## src/sv/bdac_pkg.sv

```systemverilog
// ============================================================================
// bdac_pkg
// Shared constants, types and state codes of the binned autocorrelation unit.
// ============================================================================
package bdac_pkg;

  localparam int PTS_MAX   = 1024;
  localparam int PT_AW     = $clog2(PTS_MAX);
  localparam int PT_CW     = $clog2(PTS_MAX + 1);
  localparam int BIN_MAX   = 64;
  localparam int BIN_AW    = $clog2(BIN_MAX);
  localparam int BIN_CW    = $clog2(BIN_MAX + 1);

  localparam int DIV_NUM_W = 88;
  localparam int DIV_W     = 64;
  localparam int DIV_CNT_W = $clog2(DIV_NUM_W);

  // dividend widths of the divider uses
  localparam logic [DIV_CNT_W-1:0] NB_WEIGHT = DIV_CNT_W'(48);
  localparam logic [DIV_CNT_W-1:0] NB_MEAN   = DIV_CNT_W'(88);
  localparam logic [DIV_CNT_W-1:0] NB_Z      = DIV_CNT_W'(45);
  localparam logic [DIV_CNT_W-1:0] NB_BIN    = DIV_CNT_W'(36);
  localparam logic [DIV_CNT_W-1:0] NB_CORR   = DIV_CNT_W'(63);
  localparam logic [DIV_CNT_W-1:0] NB_ERR    = DIV_CNT_W'(32);

  localparam logic [63:0] Z_LIMIT = 64'h0000_0000_7FFF_FFFF;

  // configuration register indexes
  localparam logic [1:0] CFG_LAG_MIN  = 2'd0;
  localparam logic [1:0] CFG_LAG_STEP = 2'd1;
  localparam logic [1:0] CFG_BINS     = 2'd2;

  typedef struct packed {
    logic [31:0] ptime;
    logic [47:0] data;   // {magnitude, uncertainty}, later {z, 16'b0}
  } point_word_t;

  typedef struct packed {
    logic signed [63:0] corr;
    logic [63:0]        esum;
    logic [19:0]        cnt;
  } bin_word_t;

  typedef struct packed {
    logic                 start;
    logic [DIV_NUM_W-1:0] num;
    logic [DIV_W-1:0]     den;
    logic [DIV_CNT_W-1:0] nbits;
  } div_req_t;

  typedef struct packed {
    logic        start;
    logic [63:0] value;
  } sq_req_t;

  typedef enum logic [4:0] {
    ST_LOAD, ST_CLEAR,
    ST_W_RD, ST_W_SQ, ST_W_DIV, ST_W_WAIT, ST_W_M0, ST_W_M1, ST_W_ADD,
    ST_MEAN, ST_MEAN_WAIT,
    ST_Z_RD, ST_Z_DIV, ST_Z_WAIT,
    ST_P_I, ST_P_IL, ST_P_J, ST_P_BIN, ST_P_BWAIT, ST_P_M0, ST_P_M1, ST_P_M2,
    ST_P_UPD,
    ST_O_START, ST_O_RD, ST_O_CHK, ST_O_CWAIT, ST_O_SQRT, ST_O_EWAIT, ST_O_EMIT,
    ST_O_EMPTY
  } state_t;

endpackage

```

## src/sv/bdac_isqrt.sv

```systemverilog
// ============================================================================
// bdac_isqrt
// Integer square root of a 64-bit value, one result bit per cycle.
// ============================================================================
module bdac_isqrt (
  input  logic              clk,
  input  logic              rst,
  input  bdac_pkg::sq_req_t req,
  output logic              done,
  output logic [31:0]       root
);

  logic [63:0] v;
  logic [63:0] res;
  logic [63:0] bitv;
  logic [4:0]  cnt;
  logic        busy;
  logic [63:0] trial;

  assign trial = res + bitv;
  assign root  = res[31:0];

  always_ff @(posedge clk) begin
    if (rst) begin
      busy <= 1'b0;
      done <= 1'b0;
    end else begin
      done <= 1'b0;
      if (req.start) begin
        busy <= 1'b1;
      end else if (busy && cnt == 5'd31) begin
        busy <= 1'b0;
        done <= 1'b1;
      end
    end
  end

  always_ff @(posedge clk) begin
    if (req.start) begin
      v    <= req.value;
      res  <= '0;
      bitv <= 64'h4000_0000_0000_0000;
      cnt  <= '0;
    end else if (busy) begin
      if (v >= trial) begin
        v   <= v - trial;
        res <= (res >> 1) + bitv;
      end else begin
        res <= res >> 1;
      end
      bitv <= bitv >> 2;
      cnt  <= cnt + 5'd1;
    end
  end

endmodule
```

## config.mk

```make
export PLATFORM = sky130hd
export DESIGN_NAME = bdac_isqrt
export DESIGN_NICKNAME = d
export VERILOG_FILES = /design/src/sv/bdac_pkg.sv /design/src/sv/bdac_isqrt.sv
export SDC_FILE = /design/constraint.sdc
export NUM_CORES = 1
export LEC_CHECK = 0
export BUFFER_PORTS_ARGS = -buffer_cell sky130_fd_sc_hd__buf_2
export CAP_MARGIN = 20
export CORE_MARGIN = 5
export CORE_UTILIZATION = 55
export CTS_BUF_LIST = sky130_fd_sc_hd__clkbuf_2
export CTS_CLUSTER_SIZE = 40
export DETAILED_ROUTE_END_ITERATION = 8
export PLACE_DENSITY_LB_ADDON = 0.12
export SETUP_SLACK_MARGIN = 0.4
export SLEW_MARGIN = 20
export SYNTH_ARGS = -nofsm -noshare
export SYNTH_HDL_FRONTEND = slang
export SYNTH_SLANG_ARGS = --single-unit
```

## constraint.sdc

```tcl
create_clock -name clk -period 6.5 [get_ports clk]
set_input_delay 0.325 -clock clk [delete_from_list [all_inputs] [get_ports clk]]
set_output_delay 0.325 -clock clk [all_outputs]
set_load 0.02 [all_outputs]
```

==> results_dict.tcl <==
set metrics [dict create \
    status "completed" \
    ys_types 91 \
    final.period_utilization 0.903 \
    die_w_um 178 \
    antenna_found_initial 1 \
    ys_seq_elements 167 \
    cp_slowest_stage_delay_ns 0.53 \
    drcViolationCount 0 \
    stdcell_area_sq_um 17300 \
    path_cells "ha_1, nand4_1, o21ai_2, a21oi_1, a31oi_2, a41oi_2, o21bai_1, buf_4, and2_1, o21ai_0, xor2_1, ha_1, a21oi_1, o21ai_0, or3_1, nor4_1, nor2_1, a31oi_1, xor2_1, o21ai_0" \
    sequentialPowerShare 0.269 \
    clockBufferDepth 2 \
    switchingPower_mw 2.94 \
    cp-start-kind "flip-flop" \
    critPathKind "reg2reg" \
    dieArea_sq_um 31700 \
    setup_viol 0 \
    peakVddDrop_mv 0.206 \
    overflow 0 \
    skew_ns 0.0805 \
    multiInputGateArea_sq_um 10800 \
    placed_area_sq_um 16000 \
    io_pins 100 \
    combPwrFrac 0.627 \
    async_flop_share 0 \
    crit_top_cell "o21ai_0" \
    synth_ff_type "dfxtp_1" \
    cp.arrival_ns 6.42 \
    numPortBuffers 99 \
    path_clk_slew_ns 0.32 \
    clock_latency_ns 0.84 \
    syn_to_final_growth_pct 11.4 \
    syn_inst 1975 \
    synth_top_area_frac 0.133 \
    grt_pass1_vias 14200 \
    drtAntennaViolNets 0 \
    core_sq_um 27900 \
    worstSetupEndpointType "flip-flop" \
    cellPowerDensity_nw_per_um2 345 \
    die_y_um 178 \
    route.met3.wl_mm 2.95 \
    fmax_mhz 170 \
    routed-via-count 15300 \
    pwr-share-clk 0.104 \
    wl_per_cell_um 19.0 \
    start_util 0.558 \
    maxSlewHeadroom 0.319 \
    hpwl_mm 33.7 \
    first_pass_iters 8 \
    synth-edff-count 64 \
    slowest_stage "nor4_1" \
    highest_layer "met4" \
    cts_tree "built" \
    synth.avg_cell_area_sq_um 7.87 \
    synth.area.top_cells "dfxtp_1, edfxtp_1, ha_1" \
    place.gp.congestion 0.942 \
    grt_pass1_wl_mm 73.1 \
    n_fill_cell 2529 \
    cp_max_fo 9 \
    h-tree-depth 4 \
    viasPerCell 6.21 \
    fin_setup_tns_ns 0 \
    drive_above_1_share 0.108 \
    synth_area_leader_cell "dfxtp_1" \
    grt_max_degree 88 \
    swShare 0.493 \
    yosys_warnings 0 \
    synth_area_sq_um 15500 \
    seqCellArea_sq_um 4000 \
    place_worst_setup_slack_ns 0.343 \
    worst_slack_ns 0.633 \
    max_cap_violations 0 \
    cts_root_buf "clkbuf_2" \
    worst_pin_slew_ns 1.02 \
    worstPathRequired_ns 7.05 \
    wl_met2_mm 21.6 \
    clock-sinks 167 \
    drt_iter0_drc 1461 \
    drt_wl_total_mm 46.6 \
    fin_nets 2265 \
    rsz0062_at_grt "false" \
    syn-num-nets 2175 \
    maxSlewViolCount 0 \
    hp-class "in2reg" \
    numCtsBuffers 17 \
    p_int_mw 3.02 \
    m1WireLength_mm 21.0 \
    grt_use_total 0.283 \
    seq_area_frac_synth 0.256 \
    hold_viol_final 0 \
    rows 61 \
    min_period_ns 5.87 \
    cellLeakagePower_nw 6.67 \
]
-- final timing paths --
kind,from,end,slack [ns],cells after the start
worst max-delay path,res[4],v[61],0.63,20
worst min-delay path,req[64],v[26],0.04,3
worst max register to register,res[4],v[61],0.63,20
worst min register to register,res[0],res[0],0.54,2
-- kinds of logic (layout without fill, tap and decap cells) --
| family | count (synthesis) | in the layout | share of synthesized area |
|---|---|---|---|
| flip-flops | 167 | 167 | 0.256 |
| XOR/XNOR | 154 | 154 | 0.0868 |
| buffers and inverters | 180 | 283 | 0.0562 |
| AND/OR/NAND/NOR | 667 | 667 | 0.198 |
| AO/OA/AOI/OAI | 631 | 631 | 0.267 |
| adder cells (fa/ha/maj) | 133 | 133 | 0.108 |
| other | 0 | 1 | 0 |
| multiplexers | 43 | 43 | 0.0281 |
-- stage by stage --
stage	total power [mW]	util	hold slack [ns]	cells
after CTS	5.79	0.613	0.00194	2446
after detailed placement	5.07	0.573	0.489	2327
after global placement	5.03	0.573	0.484	2327
after global routing	6.39	0.621	0.0130	2457
final	5.96	0.621	0.0396	2457
after floorplan	4.28	-	0.394	1975
-- cells in the final DEF (no fill, tap or decap), drive strengths merged, types with 17 or more instances in the layout --
master	n
nand2	235
nor2	187
o21ai	175
a21oi	135
ha	132
buf	127
dfxtp	103
dlygate4sd3	86
xnor2	80
xor2	74
a31oi	66
edfxtp	64
nand3	49
nand4	48
a21o	46
inv	45
mux2i	38
a211oi	38
nor3	29
o21a	23
o21bai	22
o211ai	21
nor4	20
clkbuf	20
nor2b	17
or3	17
-- state kept, by name, indices dropped and copies added (netlist names) --
| name | count |
|---|---|
| busy | 1 |
| cnt | 5 |
| res | 64 |
| done | 1 |
| v | 64 |
| bitv | 32 |
-- cell usage after synthesis, drive strengths merged, types with 4 or more instances --
| cell type | count |
|---|---|
| or2 | 7 |
| and3 | 15 |
| clkbuf | 68 |
| a221oi | 8 |
| a31o | 12 |
| nor2b | 17 |
| nand3 | 49 |
| a211oi | 38 |
| nor4 | 20 |
| a21boi | 5 |
| mux2i | 38 |
| xor2 | 74 |
| o31ai | 13 |
| or3 | 17 |
| edfxtp | 64 |
| a311oi | 10 |
| nand2 | 235 |
| mux2 | 5 |
| o41ai | 4 |
| a31oi | 66 |
| or4 | 11 |
| a21oi | 135 |
| o21bai | 22 |
| o21ai | 175 |
| ha | 132 |
| o31a | 6 |
| nand2b | 10 |
| xnor2 | 80 |
| o211a | 6 |
| nand4 | 48 |
| o21a | 23 |
| dfxtp | 103 |
| nor2 | 187 |
| inv | 35 |
| o211ai | 21 |
| nor3 | 29 |
| a41oi | 7 |
| buf | 76 |
| and2 | 12 |
| a21o | 46 |
-- per-layer routing --
layer | vias up | GRT usage
li1 | 7474 | -
met1 | 7176 | 0.381
met2 | 512 | 0.475
met3 | 89 | 0.0409
met4 | 0 | 0.0802
met5 | - | 0
-- power by group through the flow --
stage          registers, mW  clock network (mW)  logic (mW)
5_1_grt                 1.62               0.673        4.10
2_1_floorplan           1.51                   0        2.77
3_5_place_dp            1.61                   0        3.46
3_3_place_gp            1.61                   0        3.42
4_1_cts                 1.60               0.629        3.57
6_report                1.60               0.619        3.74
-- what timing repair did --
item,4_1_cts,5_1_grt
setup buffers,1,8
hold buffers,86,0
endpoints found under the setup margin,94,145
gates resized for setup,1,29
pin swaps,1,8
gates cloned,0,2
hold endpoints to repair,66,0
-- final cells by class --
type / instances / share of cell area
diodes: 1 / 0.000145
multi-input cells: 1628 / 0.624
clock inverters: 14 / 0.00875
clock buffers: 18 / 0.00521
well taps: 378 / 0.0273
inverters: 36 / 0.00781
flip-flops and latches: 167 / 0.231
repair buffers: 215 / 0.0957
-- worst max-delay path: cells and delay by family (launching register included) --
| family | cells | cell delay (ns) |
|---|---|---|
| AOI/OAI and AO/OA | 10 | 2.36 |
| and+or+nand+nor | 5 | 1.44 |
| adders and majority gates | 2 | 0.80 |
| DFF | 1 | 0.46 |
| xor gates and xnor gates | 2 | 0.35 |
| buffers and inverters | 1 | 0.17 |
Note: power is estimated with default switching activity, not from simulation.
