**src/sv/bdac_pkg.sv**
```systemverilog
// ============================================================================
// bdac_pkg
// Shared constants, types and state codes of the binned autocorrelation unit.
// ============================================================================
package bdac_pkg;

  localparam int PTS_MAX   = 1024;
  localparam int PT_AW     = $clog2(PTS_MAX);
  localparam int PT_CW     = $clog2(PTS_MAX + 1);
  localparam int BIN_MAX   = 64;
  localparam int BIN_AW    = $clog2(BIN_MAX);
  localparam int BIN_CW    = $clog2(BIN_MAX + 1);

  localparam int DIV_NUM_W = 88;
  localparam int DIV_W     = 64;
  localparam int DIV_CNT_W = $clog2(DIV_NUM_W);

  // dividend widths of the divider uses
  localparam logic [DIV_CNT_W-1:0] NB_WEIGHT = DIV_CNT_W'(48);
  localparam logic [DIV_CNT_W-1:0] NB_MEAN   = DIV_CNT_W'(88);
  localparam logic [DIV_CNT_W-1:0] NB_Z      = DIV_CNT_W'(45);
  localparam logic [DIV_CNT_W-1:0] NB_BIN    = DIV_CNT_W'(36);
  localparam logic [DIV_CNT_W-1:0] NB_CORR   = DIV_CNT_W'(63);
  localparam logic [DIV_CNT_W-1:0] NB_ERR    = DIV_CNT_W'(32);

  localparam logic [63:0] Z_LIMIT = 64'h0000_0000_7FFF_FFFF;

  // configuration register indexes
  localparam logic [1:0] CFG_LAG_MIN  = 2'd0;
  localparam logic [1:0] CFG_LAG_STEP = 2'd1;
  localparam logic [1:0] CFG_BINS     = 2'd2;

  typedef struct packed {
    logic [31:0] ptime;
    logic [47:0] data;   // {magnitude, uncertainty}, later {z, 16'b0}
  } point_word_t;

  typedef struct packed {
    logic signed [63:0] corr;
    logic [63:0]        esum;
    logic [19:0]        cnt;
  } bin_word_t;

  typedef struct packed {
    logic                 start;
    logic [DIV_NUM_W-1:0] num;
    logic [DIV_W-1:0]     den;
    logic [DIV_CNT_W-1:0] nbits;
  } div_req_t;

  typedef struct packed {
    logic        start;
    logic [63:0] value;
  } sq_req_t;

  typedef enum logic [4:0] {
    ST_LOAD, ST_CLEAR,
    ST_W_RD, ST_W_SQ, ST_W_DIV, ST_W_WAIT, ST_W_M0, ST_W_M1, ST_W_ADD,
    ST_MEAN, ST_MEAN_WAIT,
    ST_Z_RD, ST_Z_DIV, ST_Z_WAIT,
    ST_P_I, ST_P_IL, ST_P_J, ST_P_BIN, ST_P_BWAIT, ST_P_M0, ST_P_M1, ST_P_M2,
    ST_P_UPD,
    ST_O_START, ST_O_RD, ST_O_CHK, ST_O_CWAIT, ST_O_SQRT, ST_O_EWAIT, ST_O_EMIT,
    ST_O_EMPTY
  } state_t;

endpackage

```
**src/sv/bdac_divider.sv**
```systemverilog
// ============================================================================
// bdac_divider
// Restoring divider, one quotient bit per cycle, over the low nbits of num.
// ============================================================================
module bdac_divider (
  input  logic                      clk,
  input  logic                      rst,
  input  bdac_pkg::div_req_t        req,
  output logic                      done,
  output logic [bdac_pkg::DIV_W-1:0] quo,
  output logic [bdac_pkg::DIV_W-1:0] rem
);

  logic [bdac_pkg::DIV_NUM_W-1:0] num_r;
  logic [bdac_pkg::DIV_W-1:0]     den_r;
  logic [bdac_pkg::DIV_CNT_W-1:0] cnt;
  logic                           busy;
  logic [bdac_pkg::DIV_W:0]       rem_sh;
  logic [bdac_pkg::DIV_W:0]       rem_dif;
  logic                           ge;

  assign rem_sh  = {rem, num_r[cnt]};
  assign ge      = rem_sh >= {1'b0, den_r};
  assign rem_dif = rem_sh - {1'b0, den_r};

  always_ff @(posedge clk) begin
    if (rst) begin
      busy <= 1'b0;
      done <= 1'b0;
    end else begin
      done <= 1'b0;
      if (req.start) begin
        busy <= 1'b1;
      end else if (busy && cnt == '0) begin
        busy <= 1'b0;
        done <= 1'b1;
      end
    end
  end

  always_ff @(posedge clk) begin
    if (req.start) begin
      num_r <= req.num;
      den_r <= req.den;
      cnt   <= req.nbits - bdac_pkg::DIV_CNT_W'(1);
      rem   <= '0;
      quo   <= '0;
    end else if (busy) begin
      rem <= ge ? rem_dif[bdac_pkg::DIV_W-1:0] : rem_sh[bdac_pkg::DIV_W-1:0];
      quo <= {quo[bdac_pkg::DIV_W-2:0], ge};
      cnt <= cnt - bdac_pkg::DIV_CNT_W'(1);
    end
  end

endmodule

```
**config.mk**
```make
export PLATFORM = sky130hd
export DESIGN_NAME = bdac_divider
export DESIGN_NICKNAME = d
export VERILOG_FILES = /design/src/sv/bdac_pkg.sv /design/src/sv/bdac_divider.sv
export SDC_FILE = /design/constraint.sdc
export NUM_CORES = 1
export LEC_CHECK = 0
export ABC_CLOCK_PERIOD_IN_PS = 11900
export BUFFER_PORTS_ARGS = -buffer_cell sky130_fd_sc_hd__clkbuf_2
export CAP_MARGIN = 15
export CORE_MARGIN = 1
export CORE_UTILIZATION = 30
export DETAILED_ROUTE_END_ITERATION = 12
export GPL_TIMING_DRIVEN = 0
export MAX_ROUTING_LAYER = met4
export PLACE_DENSITY_LB_ADDON = 0.08
export SYNTH_ARGS = -nofsm -noshare
export SYNTH_HDL_FRONTEND = slang
export SYNTH_SLANG_ARGS = --single-unit
```
**constraint.sdc**
```tcl
create_clock -name clk -period 11.9 [get_ports clk]
set_input_delay 1.785 -clock clk [delete_from_list [all_inputs] [get_ports clk]]
set_output_delay 1.785 -clock clk [all_outputs]
set_load 0.02 [all_outputs]
```
==> out/qor.yml, run 1 <==
status: "completed"
netlist_instances: 1430
report.final.slew_viol_count: 0
grt_max_degree: 114
yosys_warnings: 0
drt_iter0_drc: 692
slew_headroom_pct: 35.6
clk_latency_ns: 0.56
min_period_over_period_pct: 52.2
irDropWorstVdd_mv: 0.0999
htree_levels: 2
crit_slowest_cell: "buf_1"
post_cts_resized: 0
root_buffer: "clkbuf_16"
place.port_buffers: 290
synth_edf_count: 159
hp-class: "flip-flop to flip-flop"
numClockSinks: 289
hpwlAfterDp_um: 37000
ys_seq_area_share_pct: 49.9
placed_cell_area_um2: 17100
start_kind: "flip-flop"
drt.antenna.violating_nets: 0
cts_buffers: 35
design_area_um2: 18300
post_cts_buffers: 0
path_max_fanout: 10
grt_pass1_wl_um: 72000
synthToLayoutAreaGrowth_pct: 23.6
fmax_ghz: 0.161
finalWeightedCongestion: 0.889
setup_viol: 0
wl_um: 47500
finalHoldViolCount: 0
synthArstFlopShare_pct: 0
critPathCaptureType: "flip-flop"
start_util_pct: 30.3
drv_cap: 0
post-route-drc-count: 0
setup_tns_ns: 0
io_pins: 291
ys_seq_elements: 289
syn_nets: 1658
combPwrFrac_pct: 21.2
path_class: "flip-flop to flip-flop"
crit_chain: "clkbuf_1, buf_2, mux4_2, mux4_2, mux4_2, mux2i_1, ha_1, nand2b_1, a21oi_1, o211ai_1, and3_1, o21ai_1, a31oi_2, buf_2, buf_1, a31oi_1, o22ai_1"
clock_skew_ns: 0.0354
critical_path.max_stage_delay_ns: 0.65
p_sw_share_pct: 29.3
seq_power_share_pct: 40.7
cts_tree: "yes"
grt_pass1_vias: 12000
crit_top_cell: "mux4_2"
grt_overflow_total: 0
clock_path_buffers: 3
ys.flop_type: "edfxtp_1"
p_total_mw: 2.86
p_sw_mw: 0.838
num_rows: 81
clockPowerShare_pct: 38.1
routedWlPerCell_um: 19.4
cts_hold_buffers: 0
leakage_nw: 7.70
dr_total_vias: 11900
path_clk_slew_ns: 0.06
yosysUniqueCellTypes: 65
fin_nets: 1986
power.internal_mw: 2.02
antenna_found_initial: 6
core-area_um2: 48700
pwr_density_cell_nw_per_um2: 156
die_w_um: 224
avgSynthCellArea_um2: 10.3
viasPerCell: 4.83
tightest_slew_ns: 0.966
rsz0062_at_grt: "false"
dieArea_um2: 50200
required_ns: 12.37
cp_data_arrival_time_ns: 6.68
drive_gt1_share_pct: 22.0
drtPass1Iterations: 5
grt.total_usage_pct: 19.5
syn_area_um2: 14800
fp.dieH_um: 224
finalCriticalPeriod_ns: 6.21
==> per-stage QoR <==
stage	instances	util, %	hold WS (ns)	setup WS [ns]
final	2455	37.5	0.512	5.69
after global routing	2455	37.5	0.541	5.29
after CTS	2449	37.5	0.516	5.54
after detailed placement	2385	35.1	0.502	5.58
after global placement	2384	35.0	0.479	4.72
after floorplan	1430	-	0.532	7.25
==> area by class of cell <==
class,count,area [µm²]
well taps,664,831
diodes,6,15.0
flip-flops and latches,289,7380
multi-input cells,976,6790
clock buffers,52,991
repair buffers,291,1490
plain buffers,80,313
clock inverters,12,173
fillers,4974,30500
inverters,85,319
==> cell families (layout without fill, tap and decap cells) <==
family	count (synthesis)	in the layout	share of synthesized area, %
buf+inv	165	520	4.27
flops	289	289	49.9
fa+ha+maj	66	66	5.63
mux	110	110	9.81
other cells	0	6	0
simple gates	403	403	12.0
xor+xnor	61	61	3.61
compound gates	336	336	14.8
==> flip-flops by register name (all words and copies together), names as in the netlist <==
register	flops
num_r	88
rem	64
cnt	7
done	1
busy	1
den_r	64
quo	64
==> power by group through the flow <==
stage / Sequential [mW] / Clock, mW / Combinational [mW]
5_1_grt: 1.17 / 1.17 / 0.672
4_1_cts: 1.17 / 1.13 / 0.616
2_1_floorplan: 1.19 / 0 / 0.387
6_report: 1.16 / 1.09 / 0.607
3_5_place_dp: 1.19 / 0 / 0.613
3_3_place_gp: 1.19 / 0 / 0.613
==> cell usage in the layout, fill, tap and decap left out, drive strengths merged, types with 5 or more instances in the layout <==
| cell | netlist | final |
|---|---|---|
| inv | 85 | 86 |
| buf | 22 | 23 |
| xor2 | 28 | 28 |
| a32oi | 7 | 7 |
| nor3b | 5 | 5 |
| mux4 | 28 | 28 |
| a21oi | 107 | 107 |
| nand2 | 109 | 109 |
| nand2b | 7 | 7 |
| a211o | 5 | 5 |
| and3 | 6 | 6 |
| a211oi | 31 | 31 |
| xnor2 | 33 | 33 |
| mux2i | 82 | 82 |
| o21bai | 22 | 22 |
| nor3 | 17 | 17 |
| dfxtp | 130 | 130 |
| edfxtp | 159 | 159 |
| o21a | 6 | 6 |
| ha | 65 | 65 |
| or3 | 9 | 9 |
| nand3 | 18 | 18 |
| o211ai | 6 | 6 |
| a21o | 26 | 26 |
| o21ai | 61 | 61 |
| nand4 | 27 | 27 |
| diode | 0 | 6 |
| nor2b | 7 | 7 |
| a31oi | 15 | 15 |
| clkbuf | 58 | 400 |
| a311oi | 20 | 20 |
| nor4 | 7 | 7 |
| clkinv | 0 | 7 |
| nor2 | 177 | 177 |
==> final timing paths <==
path                   to  depth (start not counted)  slack, ns  startpoint
setup / recovery  rem[53]                         17       5.69      cnt[0]
hold reg to reg   quo[63]                          2       0.51     quo[63]
hold / removal    quo[63]                          2       0.51     quo[63]
setup reg to reg  rem[53]                         17       5.69      cnt[0]
==> Yosys cell counts, types with 30 or more instances <==
cell      count  area (µm²)
a211oi_1     30         225
dfxtp_1     130        2600
nand2_1     109         409
nor2_1      177         664
inv_1        84         315
o21ai_0      56         280
ha_1         65         813
xnor2_1      33         289
edfxtp_1    159        4770
mux2i_1      82         821
clkbuf_1     58         218
a21oi_1     105         526
==> per-layer routing <==
metal / routed length (µm) / vias up / GRT usage [%]
li1: - / 5885 / -
met3: 3320 / 51 / 4.70
met4: 947 / 0 / 5.46
met5: 0 / - / -
met1: 21700 / 5617 / 25.2
met2: 21600 / 304 / 30.3
==> worst max-delay path: cells and delay by family, from the launching register on <==
family	cells	cell delay (ns)
compound gates	6	1.43
fa+ha+maj	1	0.27
flops	1	0.32
mux	4	1.78
buf+inv	4	1.89
simple gates	2	0.43
Note: power is estimated with default switching activity, not from simulation.
==> run 2: changes to the inputs <==
--- a/config.mk
+++ b/config.mk
@@ -5,7 +5,7 @@
 export SDC_FILE = /design/constraint.sdc
 export NUM_CORES = 1
 export LEC_CHECK = 0
-export ABC_CLOCK_PERIOD_IN_PS = 11900
+export ABC_CLOCK_PERIOD_IN_PS = 5410
 export BUFFER_PORTS_ARGS = -buffer_cell sky130_fd_sc_hd__clkbuf_2
 export CAP_MARGIN = 15
 export CORE_MARGIN = 1
==> constraint.sdc (replaced) <==
create_clock -name clk -period 5.41 [get_ports clk]
set_input_delay 0.8115 -clock clk [delete_from_list [all_inputs] [get_ports clk]]
set_output_delay 0.8115 -clock clk [all_outputs]
set_load 0.02 [all_outputs]
==> out/qor.yml, run 2 (synthesized netlist as in run 1, its figures left out) <==
setup_viol: 0  # unchanged
tightest_slew_ns: 0.976  # +0.0103 ns
grt_util_met1_pct: 25.2  # +0.033 points
fin_util_pct: 37.7  # +0.19 points
grt_pass1_wl_um: 72100  # +0.16%
grt_overflow_total: 0  # unchanged
fmax_ghz: 0.195  # +21%
met3_usage_pct: 4.70  # unchanged
largest_reg_flops: 88  # unchanged
dieArea_um2: 50200  # unchanged
finalCriticalPeriod_ns: 5.12  # -1.09 ns
num_rows: 81  # unchanged
cp_data_arrival_time_ns: 5.53  # -1.15 ns
start_util_pct: 30.3  # unchanged
htree_levels: 2  # unchanged
routedWlPerCell_um: 19.4  # about the same
finalWeightedCongestion: 0.889  # unchanged
design_area_um2: 18400  # +0.51%
hp-class: "input pin to flip-flop"
synthToLayoutAreaGrowth_pct: 24.3
report.final.slew_viol_count: 0  # unchanged
numClockSinks: 289  # unchanged
post-route-drc-count: 0  # unchanged
grt_pass1_vias: 12000  # +0.083%
seq_area_um2: 7380  # unchanged
placed_cell_area_um2: 17100  # unchanged
multiInputGateArea_um2: 6810  # +0.35%
fp.dieH_um: 224  # unchanged
min_period_over_period_pct: 94.7  # +42 points
place.port_buffers: 290  # unchanged
top_register: "num_r"
cts_hold_buffers: 0  # unchanged
rsz0062_at_grt: "true"
path_clk_slew_ns: 0.06  # about the same
antenna_found_initial: 6  # unchanged
dr_total_vias: 11900  # +0.36%
finalHoldViolCount: 0  # unchanged
die_w_um: 224  # unchanged
grt-busiest-layer: "met2"
cts_buffers: 35  # unchanged
clock_skew_ns: 0.0344  # -0.00101 ns
io_pins: 291  # unchanged
drv_cap: 0  # unchanged
grt_max_degree: 114  # unchanged
cts_tree: "yes"
leakage_nw: 7.75  # +0.66%
whs_ns: 0.433  # -0.0786 ns
place_ws_ns: -0.907  # -6.49 ns
root_buffer: "clkbuf_16"
start_kind: "flip-flop"
irDropWorstVdd_mv: 0.220  # +120%
required_ns: 5.81  # -6.56 ns
use_met2_pct: 30.4  # +0.090 points
wl_um: 47700  # +0.26%
hpwlAfterDp_um: 37000  # unchanged
critPathCaptureType: "flip-flop"
clk_latency_ns: 0.55  # about the same
slew_headroom_pct: 34.9  # -0.69 points
fillCellCount: 4966  # -0.16%
path_class: "flip-flop to flip-flop"
pwr_density_cell_nw_per_um2: 343  # +120%
grt.total_usage_pct: 19.5  # +0.038 points
viasPerCell: 4.84  # +0.20%
clock_path_buffers: 3  # unchanged
drt_iter0_drc: 703  # +1.6%
final_common_cell: "clkbuf_2"
core-area_um2: 48700  # unchanged
drt.antenna.violating_nets: 0  # unchanged
final_cell_mix: "294 x clkbuf_2, 177 x nor2_1, 159 x edfxtp_1"
status: "completed"
drive_gt1_share_pct: 22.9  # +0.90 points
setup_slack_ns: 0.287  # -5.40 ns
path_max_fanout: 10  # unchanged
fin_nets: 1990  # +0.20%
drtPass1Iterations: 5  # unchanged
run 2: cell types whose count changed in the layout (fill, tap and decap cells not counted), sizes merged:
cell  before  now
buf       23   27
run 2: routing by layer:
| metal | up-vias | wire (µm) |
|---|---|---|
| met5 | - | 0 |
| met4 | 0 | 897 |
| met3 | 48 | 3330 |
| met2 | 310 | 21600 |
| met1 | 5646 | 21800 |
| li1 | 5896 | - |
run 2: final timing paths:
kind	from	end	slack, ns	depth (start not counted)
worst max-delay path	cnt[0]	rem[1]	0.29	17
worst min-delay path	req[62]	den_r[55]	0.43	1
worst max register to register	cnt[0]	rem[1]	0.29	17
worst min register to register	quo[63]	quo[63]	0.51	2
run 2: area by class of cell:
class                   instances  share of cell area (%)
well taps                     664                    4.52
multi-input cells             976                    37.0
repair buffers                297                    8.34
clock inverters                12                   0.939
diodes                          6                  0.0817
inverters                      85                    1.74
clock buffers                  52                    5.39
flip-flops and latches        289                    40.1
plain buffers                  78                    1.83
run 2: metrics by stage:
stage	cells	TNS, ns	total power [mW]
after global placement	2384	-68.58	3.96
after floorplan	1430	0	3.48
final	2459	0	6.30
after CTS	2451	0	6.41
after detailed placement	2385	-37.00	3.96
after global routing	2459	-0.00270	6.64
run 2: repair_timing:
action / 4_1_cts / 5_1_grt
endpoints found under the setup margin: 65 / 56
pin swaps: 2 / 2
cloned: 0 / 0
hold endpoints to repair: 0 / 0
buffers inserted: 3 / 3
resized for setup: 12 / 13
run 2: critical path, stage by stage, from the launching register on:
cell      delay [ns]
edfxtp_1        0.41
buf_4           0.26
mux4_2          0.53
mux4_2          0.49
mux4_2          0.50
mux2i_1         0.22
ha_1            0.27
nand2b_1        0.16
a21oi_1         0.11
o211ai_1        0.22
and3_1          0.27
o21ai_1         0.23
a31oi_4         0.35
buf_4           0.30
clkbuf_4        0.26
o21ai_0         0.17
mux2i_1         0.18
nor2_1          0.05
run 2: power breakdown:
group          switching, mW  internal, mW
clock network          0.928          1.46
registers             0.0903          2.47
logic                  0.827         0.520
total                   1.85          4.46
==> run 3: changes to the inputs <==
--- a/config.mk
+++ b/config.mk
@@ -8,12 +8,12 @@
 export ABC_CLOCK_PERIOD_IN_PS = 5410
 export BUFFER_PORTS_ARGS = -buffer_cell sky130_fd_sc_hd__clkbuf_2
 export CAP_MARGIN = 15
+export CORE_ASPECT_RATIO = 1.25
 export CORE_MARGIN = 1
 export CORE_UTILIZATION = 30
 export DETAILED_ROUTE_END_ITERATION = 12
 export GPL_TIMING_DRIVEN = 0
 export MAX_ROUTING_LAYER = met4
-export PLACE_DENSITY_LB_ADDON = 0.08
 export SYNTH_ARGS = -nofsm -noshare
 export SYNTH_HDL_FRONTEND = slang
 export SYNTH_SLANG_ARGS = --single-unit
==> out/qor.yml, run 3 (synthesized netlist as in run 1, its figures left out) <==
leakage_nw: 7.70  # -0.58%
synthToLayoutAreaGrowth_pct: 23.6
clk_latency_ns: 0.56  # about the same
grt_pass1_vias: 12100  # +0.49%
drtPass1Iterations: 4  # -1
grt_overflow_total: 0  # unchanged
hp-class: "input pin to flip-flop"
routedWlPerCell_um: 19.2  # -1.2%
required_ns: 5.85  # +0.04 ns
fin_nets: 1986  # -0.20%
dieArea_um2: 50200  # about the same
die_w_um: 201  # -10%
irDropWorstVdd_mv: 0.261  # +19%
path_class: "flip-flop to flip-flop"
path_max_fanout: 10  # unchanged
grt_max_degree: 106  # -7.0%
dr_total_vias: 12100  # +1.7%
antenna_found_initial: 5  # -1
grt.total_usage_pct: 18.9  # -0.61 points
numClockSinks: 289  # unchanged
htree_levels: 2  # unchanged
post-route-drc-count: 0  # unchanged
start_kind: "flip-flop"
clock_skew_ns: 0.0177  # -0.0167 ns
setup_tns_ns: 0  # unchanged
drive_gt1_share_pct: 22.9  # +0.077 points
largest_reg_flops: 88  # unchanged
viasPerCell: 4.98  # +2.8%
whs_ns: 0.429  # -0.00451 ns
cts_buffers: 34  # -2.9%
critPathCaptureType: "flip-flop"
cts_tree: "yes"
hpwlAfterDp_um: 36100  # -2.5%
slew_headroom_pct: 40.1  # +5.2 points
core-area_um2: 48400  # -0.67%
setup_viol: 0  # unchanged
finalHoldViolCount: 0  # unchanged
clock_path_buffers: 3  # unchanged
drv_cap: 0  # unchanged
grt_pass1_wl_um: 70800  # -1.8%
cp_data_arrival_time_ns: 5.60  # +0.07 ns
design_area_um2: 18300  # -0.52%
final_common_cell: "clkbuf_2"
report.final.slew_viol_count: 0  # unchanged
drt_iter0_drc: 677  # -3.7%
status: "completed"
path_clk_slew_ns: 0.06  # about the same
place.port_buffers: 290  # unchanged
rsz0062_at_grt: "false"
start_util_pct: 30.6  # +0.20 points
tightest_slew_ns: 0.898  # -0.0784 ns
fmax_ghz: 0.194  # -0.56%
io_pins: 291  # unchanged
pwr_density_cell_nw_per_um2: 339  # -1.2%
wl_um: 46600  # -2.2%
cts_hold_buffers: 0  # unchanged
worst-r2r-setup-slack_ns: 0.26  # -0.03 ns
placed_cell_area_um2: 17100  # -0.15%
top_register: "num_r"
drt.antenna.violating_nets: 0  # unchanged
setup_slack_ns: 0.258  # -0.0289 ns
min_period_over_period_pct: 95.2  # +0.53 points
finalCriticalPeriod_ns: 5.15  # +0.0289 ns
final_cell_mix: "291 x clkbuf_2, 177 x nor2_1, 159 x edfxtp_1"
place_ws_ns: -0.861  # +0.0464 ns
finalWeightedCongestion: 0.933  # +5.0%
fp.dieH_um: 250  # +12%
root_buffer: "clkbuf_16"
num_rows: 90  # +11%
==> run 3: changes by cell type in the layout (fill, tap and decap cells not counted), moves of 2 or more <==
cell,change
buf_4,-5
clkbuf_1,-5
bufinv_16,-3
clkbuf_2,-3
clkinvlp_4,+3
o21ai_1,-2
==> run 3: repair_timing <==
| action | CTS | global route |
|---|---|---|
| setup endpoints to repair | 65 | 50 |
| buffers inserted | 2 | 1 |
| pin swaps | 1 | 2 |
| gates resized for setup | 13 | 8 |
==> run 3: cell type report <==
type,count,area [µm²]
clock inverters,17,145
diodes,5,12.5
fillers,4917,30100
repair buffers,294,1520
flip-flops and latches,289,7380
inverters,85,319
multi-input cells,976,6820
clock buffers,44,950
plain buffers,78,337
well taps,644,806
==> run 3: through the flow <==
stage	power (mW)	instances	utilization, %
4_1_cts	6.28	2427	37.7
2_1_floorplan	3.48	1430	-
5_1_grt	6.50	2432	37.8
6_report	6.19	2432	37.8
3_5_place_dp	3.95	2365	35.3
3_3_place_gp	3.94	2364	35.2
==> run 3: path summary, 6_finish.rpt <==
path,depth (start not counted),start,to
max,17,cnt[0],rem[63]
min,1,req[103],num_r[32]
max reg2reg,17,cnt[0],rem[63]
min reg2reg,2,quo[63],quo[63]
==> run 3: critical path: stages (launching register included) <==
cell,delay (ns)
edfxtp_1,0.45
buf_6,0.23
mux4_2,0.57
mux4_2,0.48
mux4_2,0.49
mux2i_1,0.24
ha_1,0.25
nand2b_1,0.17
a21oi_1,0.13
o211ai_1,0.22
and3_1,0.30
o21ai_2,0.17
a31oi_4,0.24
buf_12,0.15
nand2b_1,0.21
clkbuf_2,0.34
nor3b_1,0.10
a211o_1,0.29
==> run 3: layer usage <==
layer  GRT usage, %  routed length (µm)  vias up
li1               -                   -     5879
met1           22.2               19400     5759
met2           32.2               23000      402
met3           4.03                2980       63
met4           6.00                1160        0
met5              -                   0        -
==> run 3: report_power, final <==
group          internal [mW]  leakage (nW)  switching, mW
logic                  0.521          4.55          0.832
registers               2.47          2.62         0.0918
clock network           1.30         0.534          0.974
